===== config.mk =====
export PLATFORM = sky130hd
export DESIGN_NAME = rpc_frame_deframer_core
export DESIGN_NICKNAME = d
export VERILOG_FILES = /design/src/rtl/rfd_pkg.sv /design/src/rtl/rpc_frame_deframer_core.sv /design/src/rtl/rfd_parser.sv /design/src/rtl/rfd_out_buf.sv
export VERILOG_INCLUDE_DIRS = /design/src /design/src/rtl
export SDC_FILE = /design/constraint.sdc
export NUM_CORES = 1
export LEC_CHECK = 0
export ABC_AREA = 0
export BUFFER_PORTS_ARGS = -buffer_cell sky130_fd_sc_hd__buf_4
export CAP_MARGIN = 20
export CORE_ASPECT_RATIO = 0.7
export CORE_UTILIZATION = 35
export CTS_CLUSTER_SIZE = 25
export DETAILED_ROUTE_END_ITERATION = 7
export GPL_ROUTABILITY_DRIVEN = 0
export PLACE_DENSITY = 0.51
export SYNTH_ARGS = -nofsm -noshare
export SYNTH_HDL_FRONTEND = slang
export SYNTH_SLANG_ARGS = --single-unit

===== constraint.sdc =====
create_clock -name clock -period 8.5 [get_ports clock]
set_clock_uncertainty 0.2 [all_clocks]
set_input_delay 1.275 -clock clock [delete_from_list [all_inputs] [get_ports clock]]
set_output_delay 1.275 -clock clock [all_outputs]
set_load 0.005 [all_outputs]

===== src/rtl/rpc_frame_deframer_core_macros.svh =====
// Assertion macros shared by the deframer RTL.
`ifndef RPC_FRAME_DEFRAMER_CORE_MACROS_SVH
`define RPC_FRAME_DEFRAMER_CORE_MACROS_SVH

// Property must hold at every clock edge outside reset.
`define RFD_ASSERT(label, clk, rst, prop) \
   label: assert property (@(posedge clk) disable iff (rst) prop) \
      else $error("rfd assertion failed");

// Condition must never be seen at a clock edge outside reset.
`define RFD_ASSERT_NEVER(label, clk, rst, cond) \
   label: assert property (@(posedge clk) disable iff (rst) !(cond)) \
      else $error("rfd forbidden condition seen");

`endif


===== src/rtl/rfd_pkg.sv =====
package rfd_pkg;

   // parser phases
   typedef enum logic [3:0] {
      PH_HUNT    = 4'd0,
      PH_LEN     = 4'd1,
      PH_IDLEN   = 4'd2,
      PH_ID      = 4'd3,
      PH_MLEN    = 4'd4,
      PH_MNAME   = 4'd5,
      PH_ECODE   = 4'd6,
      PH_ILEN    = 4'd7,
      PH_INFO    = 4'd8,
      PH_PAYLOAD = 4'd9,
      PH_CSUM    = 4'd10,
      PH_END     = 4'd11
   } rfd_phase_type;

   // field kinds
   localparam logic [2:0] KIND_REQ_ID  = 3'd0;
   localparam logic [2:0] KIND_METHOD  = 3'd1;
   localparam logic [2:0] KIND_INFO    = 3'd2;
   localparam logic [2:0] KIND_PAYLOAD = 3'd3;
   localparam logic [2:0] KIND_END     = 3'd4;

   // frame status codes
   localparam logic [1:0] STAT_OK        = 2'd0;
   localparam logic [1:0] STAT_NO_END    = 2'd1;
   localparam logic [1:0] STAT_MALFORMED = 2'd2;

   // register indexes
   localparam logic [1:0] CSR_START_BYTE   = 2'd0;
   localparam logic [1:0] CSR_END_BYTE     = 2'd1;
   localparam logic [1:0] CSR_MAX_ID_LEN   = 2'd2;
   localparam logic [1:0] CSR_MAX_INFO_LEN = 2'd3;

   // register reset values
   localparam logic [7:0]  START_BYTE_RST   = 8'd2;
   localparam logic [7:0]  END_BYTE_RST     = 8'd3;
   localparam logic [15:0] MAX_ID_LEN_RST   = 16'd99;
   localparam logic [15:0] MAX_INFO_LEN_RST = 16'd511;

   // bytes of a frame outside the three strings and the payload
   localparam logic [30:0] FIXED_BYTES = 31'd26;

   typedef struct packed {
      logic [7:0]  start_byte;
      logic [7:0]  end_byte;
      logic [15:0] max_id_len;
      logic [15:0] max_info_len;
   } rfd_cfg_type;

   typedef struct packed {
      logic [7:0]         data_byte;
      logic [2:0]         field_kind;
      logic signed [31:0] error_code;
      logic [30:0]        frame_length;
      logic [1:0]         frame_status;
      logic               frame_last;
   } rfd_result_type;

endpackage


===== src/rtl/rpc_frame_deframer_core.sv =====
// Byte-serial deframer for length-prefixed RPC frames.
// Input channel req_*: one raw stream byte per item (req_in_byte).
// Result channel rsp_*: content bytes of the request id, method name,
// error info and payload fields, tagged by rsp_field_kind, and one closing
// item per frame (rsp_frame_last high) with error code, frame length and
// status (ok, end marker missing, malformed lengths).
// CSR port csr_*: start byte, end byte and string length limits; write
// only while the block is idle.
// A result is registered in the two-entry output buffer before it appears
// on rsp_*. One byte per cycle is accepted while the buffer has room; the
// parse step between parser state and output buffer is combinational.
// When the receiver stalls, the buffer absorbs one extra result and then
// drops req_ready; bytes that cause no result are still taken while the
// buffer has room. Reset clears the parser to hunting for the start byte,
// empties the buffer and restores register defaults; no clearing pass.
module rpc_frame_deframer_core import rfd_pkg::*; (
   input  logic               clock,
   input  logic               reset,
   input  logic               req_valid,
   output logic               req_ready,
   input  logic [7:0]         req_in_byte,
   output logic               rsp_valid,
   input  logic               rsp_ready,
   output logic [7:0]         rsp_data_byte,
   output logic [2:0]         rsp_field_kind,
   output logic signed [31:0] rsp_error_code,
   output logic [30:0]        rsp_frame_length,
   output logic [1:0]         rsp_frame_status,
   output logic               rsp_frame_last,
   input  logic               csr_we,
   input  logic [1:0]         csr_addr,
   input  logic [15:0]        csr_wdata
);

   rfd_cfg_type    cfg_ff;
   rfd_result_type res;
   rfd_result_type rsp_data;
   logic           res_valid;
   logic           step;

   // configuration registers
   always_ff @(posedge clock) begin
      if (reset) begin
         cfg_ff.start_byte   <= START_BYTE_RST;
         cfg_ff.end_byte     <= END_BYTE_RST;
         cfg_ff.max_id_len   <= MAX_ID_LEN_RST;
         cfg_ff.max_info_len <= MAX_INFO_LEN_RST;
      end else if (csr_we) begin
         unique case (csr_addr)
            CSR_START_BYTE:   cfg_ff.start_byte   <= csr_wdata[7:0];
            CSR_END_BYTE:     cfg_ff.end_byte     <= csr_wdata[7:0];
            CSR_MAX_ID_LEN:   cfg_ff.max_id_len   <= csr_wdata;
            CSR_MAX_INFO_LEN: cfg_ff.max_info_len <= csr_wdata;
            default: begin
            end
         endcase
      end
   end

   assign step = req_valid && req_ready;

   rfd_parser u_parser (
      .clock     (clock),
      .reset     (reset),
      .step      (step),
      .in_byte   (req_in_byte),
      .cfg       (cfg_ff),
      .res_valid (res_valid),
      .res       (res)
   );

   rfd_out_buf u_out_buf (
      .clock     (clock),
      .reset     (reset),
      .push      (res_valid),
      .push_data (res),
      .in_ready  (req_ready),
      .out_valid (rsp_valid),
      .out_ready (rsp_ready),
      .out_data  (rsp_data)
   );

   assign rsp_data_byte    = rsp_data.data_byte;
   assign rsp_field_kind   = rsp_data.field_kind;
   assign rsp_error_code   = rsp_data.error_code;
   assign rsp_frame_length = rsp_data.frame_length;
   assign rsp_frame_status = rsp_data.frame_status;
   assign rsp_frame_last   = rsp_data.frame_last;

endmodule


===== src/rtl/rfd_parser.sv =====
`include "rpc_frame_deframer_core_macros.svh"

module rfd_parser import rfd_pkg::*; (
   input  logic           clock,
   input  logic           reset,
   input  logic           step,
   input  logic [7:0]     in_byte,
   input  rfd_cfg_type    cfg,
   output logic           res_valid,
   output rfd_result_type res
);

   rfd_phase_type phase_ff, phase_in;
   logic [23:0]   word_ff, word_in;
   logic [1:0]    byte_idx_ff, byte_idx_in;
   logic [30:0]   declared_ff, declared_in;
   logic [30:0]   room_ff, room_in;     // declared - 26 - strings so far
   logic [30:0]   remain_ff, remain_in; // bytes left in current content field
   logic [31:0]   err_ff, err_in;

   logic [31:0] word_w;
   logic        word_done;
   logic [15:0] len_max;
   logic [15:0] len16;
   logic        len_bad;
   logic        frame_bad_len;
   logic [30:0] room_after;
   logic [30:0] remain_dec;
   logic        remain_zero;
   logic        close_event;
   logic [1:0]  close_status;
   logic        data_phase;
   logic        len_phase;

   // shared decode
   assign word_w        = {word_ff, in_byte};
   assign word_done     = (byte_idx_ff == 2'd3);
   assign len16         = word_w[15:0];
   assign len_max       = (phase_ff == PH_ILEN) ? cfg.max_info_len : cfg.max_id_len;
   assign len_bad       = (word_w[31:16] != 16'd0) || (len16 > len_max) ||
                          ({15'd0, len16} > room_ff);
   assign room_after    = room_ff - {15'd0, len16};
   assign frame_bad_len = word_w[31] || (word_w[30:0] < FIXED_BYTES);
   assign remain_dec    = (remain_ff == 31'd0) ? 31'd0 : remain_ff - 31'd1;
   assign remain_zero   = (remain_dec == 31'd0);
   assign len_phase     = (phase_ff == PH_IDLEN) || (phase_ff == PH_MLEN) ||
                          (phase_ff == PH_ILEN);
   assign data_phase    = (phase_ff == PH_ID) || (phase_ff == PH_MNAME) ||
                          (phase_ff == PH_INFO) || (phase_ff == PH_PAYLOAD);

   // closing conditions
   always_comb begin
      close_event  = 1'b0;
      close_status = STAT_MALFORMED;
      if (phase_ff == PH_END) begin
         close_event  = 1'b1;
         close_status = (in_byte == cfg.end_byte) ? STAT_OK : STAT_NO_END;
      end else if (word_done && (phase_ff == PH_LEN) && frame_bad_len) begin
         close_event = 1'b1;
      end else if (word_done && len_phase && len_bad) begin
         close_event = 1'b1;
      end
   end

   // next phase
   always_comb begin
      phase_in = phase_ff;
      if (step) begin
         unique case (phase_ff)
            PH_HUNT: begin
               if (in_byte == cfg.start_byte) phase_in = PH_LEN;
            end
            PH_LEN: begin
               if (word_done) phase_in = frame_bad_len ? PH_HUNT : PH_IDLEN;
            end
            PH_IDLEN: begin
               if (word_done) begin
                  if (len_bad)              phase_in = PH_HUNT;
                  else if (len16 != 16'd0)  phase_in = PH_ID;
                  else                      phase_in = PH_MLEN;
               end
            end
            PH_ID: begin
               if (remain_zero) phase_in = PH_MLEN;
            end
            PH_MLEN: begin
               if (word_done) begin
                  if (len_bad)              phase_in = PH_HUNT;
                  else if (len16 != 16'd0)  phase_in = PH_MNAME;
                  else                      phase_in = PH_ECODE;
               end
            end
            PH_MNAME: begin
               if (remain_zero) phase_in = PH_ECODE;
            end
            PH_ECODE: begin
               if (word_done) phase_in = PH_ILEN;
            end
            PH_ILEN: begin
               if (word_done) begin
                  if (len_bad)                   phase_in = PH_HUNT;
                  else if (len16 != 16'd0)       phase_in = PH_INFO;
                  else if (room_after != 31'd0)  phase_in = PH_PAYLOAD;
                  else                           phase_in = PH_CSUM;
               end
            end
            PH_INFO: begin
               if (remain_zero) phase_in = (room_ff != 31'd0) ? PH_PAYLOAD : PH_CSUM;
            end
            PH_PAYLOAD: begin
               if (remain_zero) phase_in = PH_CSUM;
            end
            PH_CSUM: begin
               if (word_done) phase_in = PH_END;
            end
            PH_END: begin
               phase_in = PH_HUNT;
            end
            default: begin
               phase_in = PH_HUNT;
            end
         endcase
      end
   end

   // datapath and result
   always_comb begin
      word_in     = word_ff;
      byte_idx_in = byte_idx_ff;
      declared_in = declared_ff;
      room_in     = room_ff;
      remain_in   = remain_ff;
      err_in      = err_ff;

      res_valid        = 1'b0;
      res.data_byte    = 8'd0;
      res.field_kind   = KIND_END;
      res.error_code   = 32'sd0;
      res.frame_length = 31'd0;
      res.frame_status = STAT_OK;
      res.frame_last   = 1'b0;

      if (step) begin
         unique case (phase_ff)
            PH_HUNT: begin
               if (in_byte == cfg.start_byte) begin
                  word_in     = 24'd0;
                  byte_idx_in = 2'd0;
                  declared_in = 31'd0;
                  room_in     = 31'd0;
                  remain_in   = 31'd0;
                  err_in      = 32'd0;
               end
            end
            PH_LEN, PH_IDLEN, PH_MLEN, PH_ECODE, PH_ILEN, PH_CSUM: begin
               word_in     = word_w[23:0];
               byte_idx_in = byte_idx_ff + 2'd1;
               if (word_done) begin
                  if (phase_ff == PH_LEN) begin
                     declared_in = word_w[30:0];
                     room_in     = word_w[30:0] - FIXED_BYTES;
                  end else if (phase_ff == PH_ECODE) begin
                     err_in = word_w;
                  end else if (len_phase && !len_bad) begin
                     room_in   = room_after;
                     remain_in = {15'd0, len16};
                     // empty info string goes straight to the payload
                     if ((phase_ff == PH_ILEN) && (len16 == 16'd0)) remain_in = room_after;
                  end
               end
            end
            PH_ID, PH_MNAME, PH_INFO, PH_PAYLOAD: begin
               remain_in = remain_dec;
               if ((phase_ff == PH_INFO) && remain_zero) remain_in = room_ff;
            end
            default: begin
            end
         endcase

         // content byte
         if (data_phase) begin
            res_valid     = 1'b1;
            res.data_byte = in_byte;
            unique case (phase_ff)
               PH_ID:    res.field_kind = KIND_REQ_ID;
               PH_MNAME: res.field_kind = KIND_METHOD;
               PH_INFO:  res.field_kind = KIND_INFO;
               default:  res.field_kind = KIND_PAYLOAD;
            endcase
         end else if (close_event) begin
            res_valid        = 1'b1;
            res.field_kind   = KIND_END;
            res.error_code   = err_ff;
            res.frame_length = (phase_ff == PH_LEN) ? word_w[30:0] : declared_ff;
            res.frame_status = close_status;
            res.frame_last   = 1'b1;
         end
      end
   end

   // state registers
   always_ff @(posedge clock) begin
      if (reset) begin
         phase_ff    <= PH_HUNT;
         word_ff     <= 24'd0;
         byte_idx_ff <= 2'd0;
         declared_ff <= 31'd0;
         room_ff     <= 31'd0;
         remain_ff   <= 31'd0;
         err_ff      <= 32'd0;
      end else begin
         phase_ff    <= phase_in;
         word_ff     <= word_in;
         byte_idx_ff <= byte_idx_in;
         declared_ff <= declared_in;
         room_ff     <= room_in;
         remain_ff   <= remain_in;
         err_ff      <= err_in;
      end
   end

   // a closing item always sends the parser back to hunting
   `RFD_ASSERT(a_close_hunts, clock, reset, (res_valid && res.frame_last) |=> (phase_ff == PH_HUNT))
   // content phases are only ever entered with bytes still to come
   `RFD_ASSERT_NEVER(a_data_nonempty, clock, reset, data_phase && (remain_ff == 31'd0))
   // the closing item is always tagged as frame end
   `RFD_ASSERT(a_close_kind, clock, reset, (res_valid && res.frame_last) |-> (res.field_kind == KIND_END))
   // results only come from an accepted byte
   `RFD_ASSERT_NEVER(a_res_needs_step, clock, reset, res_valid && !step)

endmodule


===== src/rtl/rfd_out_buf.sv =====
`include "rpc_frame_deframer_core_macros.svh"

module rfd_out_buf import rfd_pkg::*; (
   input  logic           clock,
   input  logic           reset,
   input  logic           push,
   input  rfd_result_type push_data,
   output logic           in_ready,
   output logic           out_valid,
   input  logic           out_ready,
   output rfd_result_type out_data
);

   logic           main_valid_ff, main_valid_in;
   logic           skid_valid_ff, skid_valid_in;
   rfd_result_type main_ff, main_in;
   rfd_result_type skid_ff, skid_in;
   logic           pop;

   assign pop       = main_valid_ff && out_ready;
   assign in_ready  = !skid_valid_ff;
   assign out_valid = main_valid_ff;
   assign out_data  = main_ff;

   // two-entry buffer: output register plus skid register
   always_comb begin
      main_valid_in = main_valid_ff;
      skid_valid_in = skid_valid_ff;
      main_in       = main_ff;
      skid_in       = skid_ff;
      if (!main_valid_ff || pop) begin
         if (skid_valid_ff) begin
            main_in       = skid_ff;
            main_valid_in = 1'b1;
            skid_valid_in = 1'b0;
         end else begin
            main_in       = push_data;
            main_valid_in = push;
         end
      end else if (push) begin
         skid_in       = push_data;
         skid_valid_in = 1'b1;
      end
   end

   always_ff @(posedge clock) begin
      if (reset) begin
         main_valid_ff <= 1'b0;
         skid_valid_ff <= 1'b0;
      end else begin
         main_valid_ff <= main_valid_in;
         skid_valid_ff <= skid_valid_in;
      end
   end

   always_ff @(posedge clock) begin
      main_ff <= main_in;
      skid_ff <= skid_in;
   end

   // skid only fills behind a full output register
   `RFD_ASSERT_NEVER(a_skid_behind_main, clock, reset, skid_valid_ff && !main_valid_ff)
   // nothing is pushed while the skid register is occupied
   `RFD_ASSERT_NEVER(a_no_push_full, clock, reset, push && skid_valid_ff)
   // a waiting skid item moves up when the output item is taken
   `RFD_ASSERT(a_skid_drains, clock, reset, (pop && skid_valid_ff) |=> main_valid_ff)

endmodule

# ---- Word level (Yosys, flattened, before mapping)
# Index checks and enable logic that the tools add are counted.
dict set report word_totals {
  reg_bits 359
  inputBits 31
  out_inout_bits 79
  word_cells 178
}
dict set report classes {
  add_sub_neg 4
  n_lt_le_gt_ge 3
  eq_ne 35
  n_mux 64
  n_bitwise 1
  reduce_logical 46
}
# operator count
set ops {}
lappend ops {{2-to-1 mux 31 bit} 14}
lappend ops {{2-to-1 mux 77 bit} 2}
lappend ops {{2-to-1 mux 66 bit} 2}
lappend ops {{2-to-1 mux 32 bit} 4}
lappend ops {{one-hot mux 31 bit (2 select lines)} 2}
lappend ops {{one-hot mux 31 bit (3 select lines)} 1}
lappend ops {{one-hot mux 32 bit (2 select lines)} 1}
lappend ops {{zero test 31 bit} 2}
lappend ops {{nonzero test 31 bit} 2}
lappend ops {{2-to-1 mux 4 bit} 15}
lappend ops {{one-hot mux 24 bit (2 select lines)} 1}
lappend ops {{one-hot mux 4 bit (11 select lines)} 1}
lappend ops {{nonzero test 16 bit} 2}
lappend ops {{greater-than comparator 16 x 31 -> 1 bit} 1}
lappend ops {{less-than comparator 31 x 5 -> 1 bit, second input constant} 1}
lappend ops {{subtractor 31 x 1 -> 31 bit, second input constant} 1}
lappend ops {{subtractor 31 x 16 -> 31 bit} 1}
lappend ops {{subtractor 31 x 5 -> 31 bit, second input constant} 1}
lappend ops {{inequality test 2 x 1 -> 1 bit, second input constant} 14}
lappend ops {{2-to-1 mux 24 bit} 1}
lappend ops {{== test 4 x 3 -> 1 bit, second input constant} 4}
lappend ops {{== test 4 bit, second input constant} 4}
lappend ops {{== test 8 bit} 2}
lappend ops {{greater-than comparator 16 bit} 1}
lappend ops {{other kinds (33)} 73}

# ---- Depth between registers and ports, before layout
# Gate-level depths: netlist of run 1.
dict set report depth {
  ltp_word 13
  ltp_mapped 20
  mapped_depth_nobuf 14
}

# ---- Cells and area by module
# Synthesis of run 1 repeated with hierarchy kept, for this count alone.
dict set report hier_totals {
  cells_unflattened 2033
  hier_area_um2 19162.1
}
# module instances cells_per_inst area_per_inst_um2 seq_area_each_um2
set modules_own_cells {}
lappend modules_own_cells {rfd_parser 1 1594 11542.3 3103.0}
lappend modules_own_cells {rfd_out_buf 1 249 5656.7 4664.5}
lappend modules_own_cells {rpc_frame_deframer_core 1 190 1963.1 960.9}

# ---- Worst setup path after synthesis of run 1
# OpenSTA, ideal clock, no wires.
dict set report synth_timing {
  kind {input -> register}
  from {in req_in_byte[4]}
  to {reg u_out_buf.skid_ff[0] (netlist name) (enable)}
  setup_ns 0.538
  arrival_time_ns 7.770
  required_ns 7.762
  setup_slack_ns -0.008
  stages 15
  path_buffers 4
  path_cell_list {clkbuf_1 > inv_1 > ha_1 > clkbuf_1 > a21oi_1 > o21ai_0 > o211ai_1 > nand3b_1 > a211o_1 > a21boi_0 > o211ai_1 > and2_1 > buf_2 > clkbuf_1 > a21oi_1}
}
dict set report synth_between {
  elab_chain_len 11
  word_cells_on_any_way 15
  classes_between {3 x order compare; 6 x mux; 6 x reduce/logical}
}
# element line_no
set synth_rtl {}
lappend synth_rtl {{from (decl)} rpc_frame_deframer_core.sv:21} ;# input logic [7:0] req_in_byte,
lappend synth_rtl {{branches (longest 5 deep; another with greater-than comparator 16 x 31 -> 1 bit)} --}
lappend synth_rtl {{2-to-1 mux 1 bit (*)} rfd_parser.sv:58} ;# end else if (word_done && (phase_ff == PH_LEN) && frame_bad_len) begin
lappend synth_rtl {{2-to-1 mux 1 bit (*)} rfd_parser.sv:55} ;# if (phase_ff == PH_END) begin
lappend synth_rtl {{2-to-1 mux 1 bit (*)} rfd_parser.sv:190} ;# end else if (close_event) begin
lappend synth_rtl {{2-to-1 mux 1 bit (*)} rfd_parser.sv:181} ;# if (data_phase) begin
lappend synth_rtl {{2-to-1 mux 1 bit (*)} rfd_parser.sv:143} ;# if (step) begin
lappend synth_rtl {{AND reduction 2 bit (no line) (*)} --}
lappend synth_rtl {{to (signal assigned)} rfd_out_buf.sv:58} ;# skid_ff <= skid_in;
lappend synth_rtl {{to (decl)} rfd_out_buf.sv:17} ;# rfd_result_type skid_ff, skid_in;
# Every way passes the cells marked *.
# A chain may end at the register's enable or synchronous reset.

# ---- Worst setup path after layout of run 1
dict set report layout_timing {
  from {reg u_parser.phase_ff[0]}
  to {reg u_out_buf.skid_ff[1] (netlist name) (enable)}
}
dict set report layout_between {
  elab_chain_len 13
  word_cells_on_any_way 29
  classes_between {1 x order compare; 9 x eq/ne; 7 x mux; 12 x reduce/logical}
}
# element line_no
set layout_rtl {}
lappend layout_rtl {{from (decl)} rfd_parser.sv:13} ;# rfd_phase_type phase_ff, phase_in;
lappend layout_rtl {{from (signal assigned)} rfd_parser.sv:212} ;# phase_ff <= phase_in;
lappend layout_rtl {{== test 4 x 3 -> 1 bit} {rfd_parser.sv:39, rfd_parser.sv:47}}
lappend layout_rtl {{2-to-1 mux 16 bit} rfd_parser.sv:39} ;# assign len_max = (phase_ff == PH_ILEN) ? cfg.max_info_len : cfg.max_id_len;
lappend layout_rtl {{greater-than comparator 16 bit} rfd_parser.sv:40} ;# assign len_bad = (word_w[31:16] != 16'd0) || (len16 > len_max) ||
lappend layout_rtl {{logical OR 1 bit (2 in series)} rfd_parser.sv:40}
lappend layout_rtl {{logical AND 1 bit} rfd_parser.sv:60} ;# end else if (word_done && len_phase && len_bad) begin
lappend layout_rtl {{2-to-1 mux 1 bit} rfd_parser.sv:60}
lappend layout_rtl {{2-to-1 mux 1 bit} rfd_parser.sv:58}
lappend layout_rtl {{2-to-1 mux 1 bit} rfd_parser.sv:55}
lappend layout_rtl {{2-to-1 mux 1 bit} rfd_parser.sv:190}
lappend layout_rtl {{2-to-1 mux 1 bit (*)} rfd_parser.sv:181}
lappend layout_rtl {{2-to-1 mux 1 bit (*)} rfd_parser.sv:143}
lappend layout_rtl {{AND reduction 2 bit (no line) (*)} --}
# Every way passes the cells marked *; elsewhere a longest branch is shown, timed or not.

==> results of run 1 <==
## kinds of logic after synthesis
family | after synthesis | synth area share
flip-flops | 359 | 0.471
AO/OA/AOI/OAI | 495 | 0.175
adder cells (fa/ha/maj) | 36 | 0.0247
buffers and inverters | 207 | 0.0429
XOR/XNOR | 83 | 0.0392
AND/OR/NAND/NOR | 807 | 0.211
multiplexers | 66 | 0.0358
## metrics by stage
stage	worst slack, ns	power (mW)	cells	hold WS, ns	util
floorplan	0.0589	1.98	2053	0.232	-
finish	1.78	3.72	2778	0.256	0.405
CTS	1.90	3.75	2774	0.257	0.403
global route	1.24	3.85	2778	0.278	0.405
detailed placement	1.95	2.05	2704	0.249	0.379
global placement	2.14	2.05	2704	0.255	0.379
## flip-flops by register name (all words and copies together), names as in the netlist
register	flops
u_parser.err_ff	32
u_parser.word_ff	24
u_out_buf.out_data	77
u_parser.declared_ff	31
u_out_buf.out_valid	1
u_parser.byte_idx_ff	2
u_parser.room_ff	31
u_parser.remain_ff	31
u_parser.phase_ff	4
cfg_ff	48
u_out_buf.skid_ff	77
u_out_buf.skid_valid_ff	1
## worst paths after layout
check | to | depth (start not counted)
setup / recovery | u_out_buf.skid_ff[1]$_DFFE_PP_ | 15
hold / removal | cfg_ff[10]$_SDFFE_PP0P_ | 2
setup reg to reg | u_out_buf.skid_ff[1]$_DFFE_PP_ | 15
hold reg to reg | cfg_ff[10]$_SDFFE_PP0P_ | 2
## where the power goes
part	leakage (nW)	total [mW]	internal, mW	switching (mW)
registers	3.47	1.80	1.79	0.00807
logic	4.28	0.214	0.0751	0.139
clock network	0.604	1.71	0.975	0.731
## layer usage
layer	wire length [um]	GRT usage	vias to the layer above
met3	4990	0.0420	84
met1	30100	0.348	7892
met2	24400	0.308	624
li1	-	-	7475
met4	1040	0.0426	2
met5	13	0	-
## synthesized netlist by cell type (37+ instances only)
library cell | count | area, um^2
nand2_1 | 235 | 882
nor2_1 | 221 | 830
dfxtp_1 | 205 | 4100
edfxtp_1 | 154 | 4620
a21oi_1 | 146 | 731
clkbuf_1 | 143 | 537
o21ai_0 | 98 | 490
nand3_1 | 65 | 325
mux2i_1 | 64 | 641
xnor2_1 | 51 | 447
nor3_1 | 46 | 230
nor4_1 | 46 | 288
and2_1 | 43 | 269
a22o_1 | 40 | 350
a22oi_1 | 38 | 285
inv_1 | 37 | 139
## tightest hold or removal path, cell delays in order (launching register included)
cell	delay (ns)
dfxtp_1	0.31
nand2_1	0.05
a21oi_1	0.05
## cell type report
class                      instances  share of cell area
tap                              684              0.0405
sequential                       359               0.413
inverter                          39             0.00693
clock buffer                      53              0.0501
clock inverter                    17             0.00929
multi-input combinational       1487               0.428
timing repair buffer             139              0.0522
==> impl_metrics.ini, run 1 <==
[outcome]
status = finished clean

[setup_path]
crit_type = reg -> reg
cp_num_buf_inv = 2
cp_data_arrival_time_ns = 6.74
cpMostUsedCell = buf_4
crit_fanout = 42
critPathRequiredTime_ns = 8.52
rrSetupSlack_ns = 1.78
slowest_stage = nand3_1
path_delay_family = simple AND/OR/NAND/NOR gates
crit_start = u_parser.phase_ff[0]$_SDFFE_PP0P_
rr_startpoint = u_parser.phase_ff[0]$_SDFFE_PP0P_
worstPathCellList = nor2b_1, nand3_1, mux2i_1, ha_1, nand4_1, nor3_1, a21oi_1, o31a_1, a211oi_2, a21boi_0, o211ai_1, and2_2, buf_4, a21oi_4, buf_4
critPathLaunchType = flip-flop
endpoint_kind = flip-flop
critPathMaxStageDelay_ns = 0.82

[hold_path]
hold_start = cfg_ff[10]$_SDFFE_PP0P_
min_path_type = reg -> reg

[route]
vias = 16100
via_per_inst = 5.79
wire_per_inst_um = 21.8
drtIter0Drc = 1543
drc = 0
drtAntennaViolNets = 0
drt-total-wl_um = 60500
firstDrtPassIters = 5

[layout]
multi_input_area_um2 = 9050
final-seq-area_um2 = 8730
layout_common_cells = nand2_1, nor2_1, dfxtp_1
fillerInstances = 5259
nets = 2131
synthToLayoutAreaGrowth_pct = 14.1
diodes = 0
mostFrequentLayoutCell = nand2_1
postLayoutCellArea_um2 = 21100
drive_gt1_frac = 0.111

[global_route]
grt_pass1_vias = 14700
grt_overflow = 0
grt_max_degree = 72
antenna_found_initial = 2
grt_pass1_wl_um = 92900
track_usage = 0.221

[die]
start_util = 0.355
io_pins = 110
die_y_um = 194
core_area_um2 = 52200
die_w_um = 277
num_rows = 70
die_area_um2 = 53900

[clocking]
clk_path_buf_depth = 3
cts_buffers = 38
cts_tree = yes
post-cts-setup-buffers = 0
clk_latency_ns = 0.56
cts-root-buf = clkbuf_16
cts-htree-levels = 2
clock-sinks = 359
holdBufCountCts = 0
clkTransAtPathRegs_ns = 0.06
cts.repair.resized = 0

[logic_synthesis]
ys.flop_type = dfxtp_1
synthesis.area_um2 = 18500
async_reset_ff_frac = 0
synth_cells = 2053
yosysWarningCount = 0
synth.net_count = 2120
avgSynthCellArea_um2 = 9.02
synth_edf_count = 154
synth_seq_cells = 359
synth_seq_area_share = 0.471
synth_cell_types = 81

[power]
power_leakage_nw = 8.36
ir_worst_vdd_v = 0.000101
power_density_nw_per_um2 = 176

[timing]
maxSlewHeadroom = 0.241
setup_viol_count_final = 0
post-route-period-util = 0.790
grt_setup_unrepaired = false
slew_violations = 0
hold_violations = 0
worstMarginPinSlew_ns = 1.14
fmax_mhz = 149
tns_ns = 0
period_needed_ns = 6.72

[place]
dp_hpwl_um = 42600
placed_area_um2 = 19800
port_buffers = 109

[run]
cap_violations = 0
Note: power is estimated with default switching activity, not from simulation.
==> inputs of run 2 (changes only) <==
--- a/config.mk
+++ b/config.mk
@@ -6,7 +6,7 @@
 export SDC_FILE = /design/constraint.sdc
 export NUM_CORES = 1
 export LEC_CHECK = 0
-export ABC_AREA = 0
+export ABC_AREA = 1
 export BUFFER_PORTS_ARGS = -buffer_cell sky130_fd_sc_hd__buf_4
 export CAP_MARGIN = 20
 export CORE_ASPECT_RATIO = 0.7
@@ -14,7 +14,7 @@
 export CTS_CLUSTER_SIZE = 25
 export DETAILED_ROUTE_END_ITERATION = 7
 export GPL_ROUTABILITY_DRIVEN = 0
-export PLACE_DENSITY = 0.51
+export PLACE_DENSITY = 0.49
 export SYNTH_ARGS = -nofsm -noshare
 export SYNTH_HDL_FRONTEND = slang
 export SYNTH_SLANG_ARGS = --single-unit
==> constraint.sdc (replaced) <==
create_clock -name clock -period 6.8 [get_ports clock]
set_clock_uncertainty 0.2 [all_clocks]
set_input_delay 1.02 -clock clock [delete_from_list [all_inputs] [get_ports clock]]
set_output_delay 1.02 -clock clock [all_outputs]
set_load 0.005 [all_outputs]
==> run 2 against run 1 <==
Sequential share of layout area decreased by 2.0 points. Critical path type unchanged. Final area rose by 5.0%. Via count up 13%. Global-route usage rose by 0.34 points. Clock power increased by 27%. Sequential power rose by 43%. Largest cell class unchanged. Sequential cell count did not move. Synthesized area up 5.0%. Highest routed layer unchanged. First-iteration DRC count rose by 17%. Utilization up 0.39 points.
==> impl_metrics.ini, run 2 <==
[outcome]
status = finished clean

[route]
vias = 18100
drtAntennaViolNets = 0
drt-total-wl_um = 64300
drc = 0
firstDrtPassIters = 6
drtIter0Drc = 1807
via_per_inst = 5.23
wire_per_inst_um = 18.5

[logic_synthesis]
synth.net_count = 2723
synthTopCellsByCount = nand2_1, nor2_1, o21ai_0, inv_1, dfxtp_1
synth_cell_types = 52
synth_cells = 2656
synth_area_leaders = edfxtp_1, dfxtp_1, nand2_1
ys.flop_type = dfxtp_1
synth_seq_area_share = 0.449
async_reset_ff_frac = 0
synth.most_common_cell = nand2_1
avgSynthCellArea_um2 = 7.32
synth_top_area_cell = edfxtp_1
synth_top_area_frac = 0.238
synthesis.area_um2 = 19400
synth_edf_count = 154
synth_seq_cells = 359
yosysWarningCount = 0

[global_route]
grt_max_degree = 99
grt_pass1_wl_um = 99000
antenna_found_initial = 3
grt_pass1_vias = 16600
grt_overflow = 0
track_usage = 0.224

[setup_path]
cp_data_arrival_time_ns = 5.25
critPathRequiredTime_ns = 7.02
crit_fanout = 47
endpoint_kind = flip-flop
crit_type = reg -> reg
critPathLaunchType = flip-flop

[clocking]
cts-root-buf = clkbuf_16
clock-sinks = 359
clk_path_buf_depth = 3
post-cts-setup-buffers = 0
clk_latency_ns = 0.57
cts_buffers = 40
cts.repair.resized = 0
cts_tree = yes
clkTransAtPathRegs_ns = 0.06
holdBufCountCts = 0
cts-htree-levels = 2

[timing]
worstMarginPinSlew_ns = 1.11
fmax_mhz = 199
grt_setup_unrepaired = false
slew_violations = 0
post-route-period-util = 0.740
setup_viol_count_final = 0
hold_violations = 0
period_needed_ns = 5.03
maxSlewHeadroom = 0.258

[place]
dp_hpwl_um = 46700
placed_area_um2 = 20900
port_buffers = 109

[layout]
nets = 2770
drive_gt1_frac = 0.0966
layout_common_cells = nand2_1, nor2_1, o21ai_0
mostFrequentLayoutCell = nand2_1
synthToLayoutAreaGrowth_pct = 14.1
postLayoutCellArea_um2 = 22200

[die]
die_area_um2 = 56500
io_pins = 110
num_rows = 71
start_util = 0.358
die_w_um = 284
core_area_um2 = 54300
die_y_um = 199

[power]
finalPower_mw = 9.70
power_leakage_nw = 9.14
power_density_nw_per_um2 = 437
ir_worst_vdd_v = 0.000320

[hold_path]
min_path_type = reg -> reg

[run]
cap_violations = 0
run 2: changes by cell type in the layout (fill, tap and decap cells not counted), moves of 38 or more:
cell     change
mux2i_1     -56
a21oi_1     +54
o21ai_0    +206
and2_1      -38
nor4_1      -39
inv_1      +225
nand3_1     +92
nor2_1     +162
nand2_1    +336
a22o_1      -40
run 2: stage by stage:
step / hold WS [ns] / util / TNS [ns] / instances / setup slack (ns)
after floorplan: 0.228 / - / -26.07 / 2656 / -0.339
after global placement: 0.241 / 0.385 / 0 / 3391 / 1.91
after detailed placement: 0.244 / 0.385 / 0 / 3391 / 1.83
after CTS: 0.258 / 0.409 / 0 / 3463 / 1.81
after global routing: 0.278 / 0.409 / 0 / 3463 / 1.38
final: 0.259 / 0.409 / 0 / 3466 / 1.77
run 2: worst paths after layout:
path	start	to	slack, ns	cells after the start
max	u_parser.phase_ff[2]$_SDFFE_PP0P_	u_parser.room_ff[23]$_SDFFE_PP0P_	1.77	18
min	cfg_ff[9]$_SDFFE_PP0P_	cfg_ff[9]$_SDFFE_PP0P_	0.26	2
max reg2reg	u_parser.phase_ff[2]$_SDFFE_PP0P_	u_parser.room_ff[23]$_SDFFE_PP0P_	1.77	18
min reg2reg	cfg_ff[9]$_SDFFE_PP0P_	cfg_ff[9]$_SDFFE_PP0P_	0.26	2
run 2: cell families (layout without fill, tap and decap cells):
| kind of cell | Yosys count | in the layout | share of synthesized area |
|---|---|---|---|
| compound gates | 576 | 576 | 0.156 |
| xor+xnor | 34 | 34 | 0.0153 |
| fa+ha+maj | 36 | 36 | 0.0236 |
| buf+inv | 406 | 483 | 0.0824 |
| flops | 359 | 359 | 0.449 |
| mux | 8 | 8 | 0.00412 |
| other cells | 0 | 3 | 0 |
| simple gates | 1237 | 1237 | 0.270 |
run 2: layout make-up:
class                           count  area [um^2]
Timing Repair Buffer              126          958
Antenna cell                        3         7.51
Sequential cell                   359         8730
Tap cell                          730          913
Clock buffer                       53         1120
Clock inverter                     19          164
Fill cell                        5645        32100
Inverter                          285         1090
Multi-Input combinational cell   1891         9210
run 2: worst max-delay path: stages (launching register included):
cell     delay, ns
dfxtp_1       0.39
inv_2         0.06
nor2_2        0.12
inv_2         0.08
nor2_4        0.52
inv_2         0.22
nand3_2       0.13
inv_2         0.06
nand3_4       0.45
nor2_1        0.13
nor2_2        0.37
inv_2         0.40
nor2_4        0.56
nand2_1       0.11
buf_4         0.27
inv_2         0.44
o21ai_0       0.16
o21ai_0       0.11
nor2_1        0.05
run 2: report_power, final:
part / internal [mW] / switching (mW) / leakage [nW]
Sequential: 2.41 / 0.166 / 3.17
Clock: 1.24 / 0.938 / 0.629
Combinational: 1.45 / 3.50 / 5.33
Total: 5.09 / 4.60 / 9.14
run 2: metal layers:
| metal | share of wire | track usage | wire length [um] | vias up |
|---|---|---|---|---|
| met4 | 0.023 | 0.0623 | 1450 | 2 |
| met5 | 0.00020 | 0 | 13 | - |
| li1 | - | - | - | 8895 |
| met3 | 0.087 | 0.0471 | 5590 | 87 |
| met2 | 0.40 | 0.317 | 25700 | 675 |
| met1 | 0.49 | 0.339 | 31500 | 8464 |
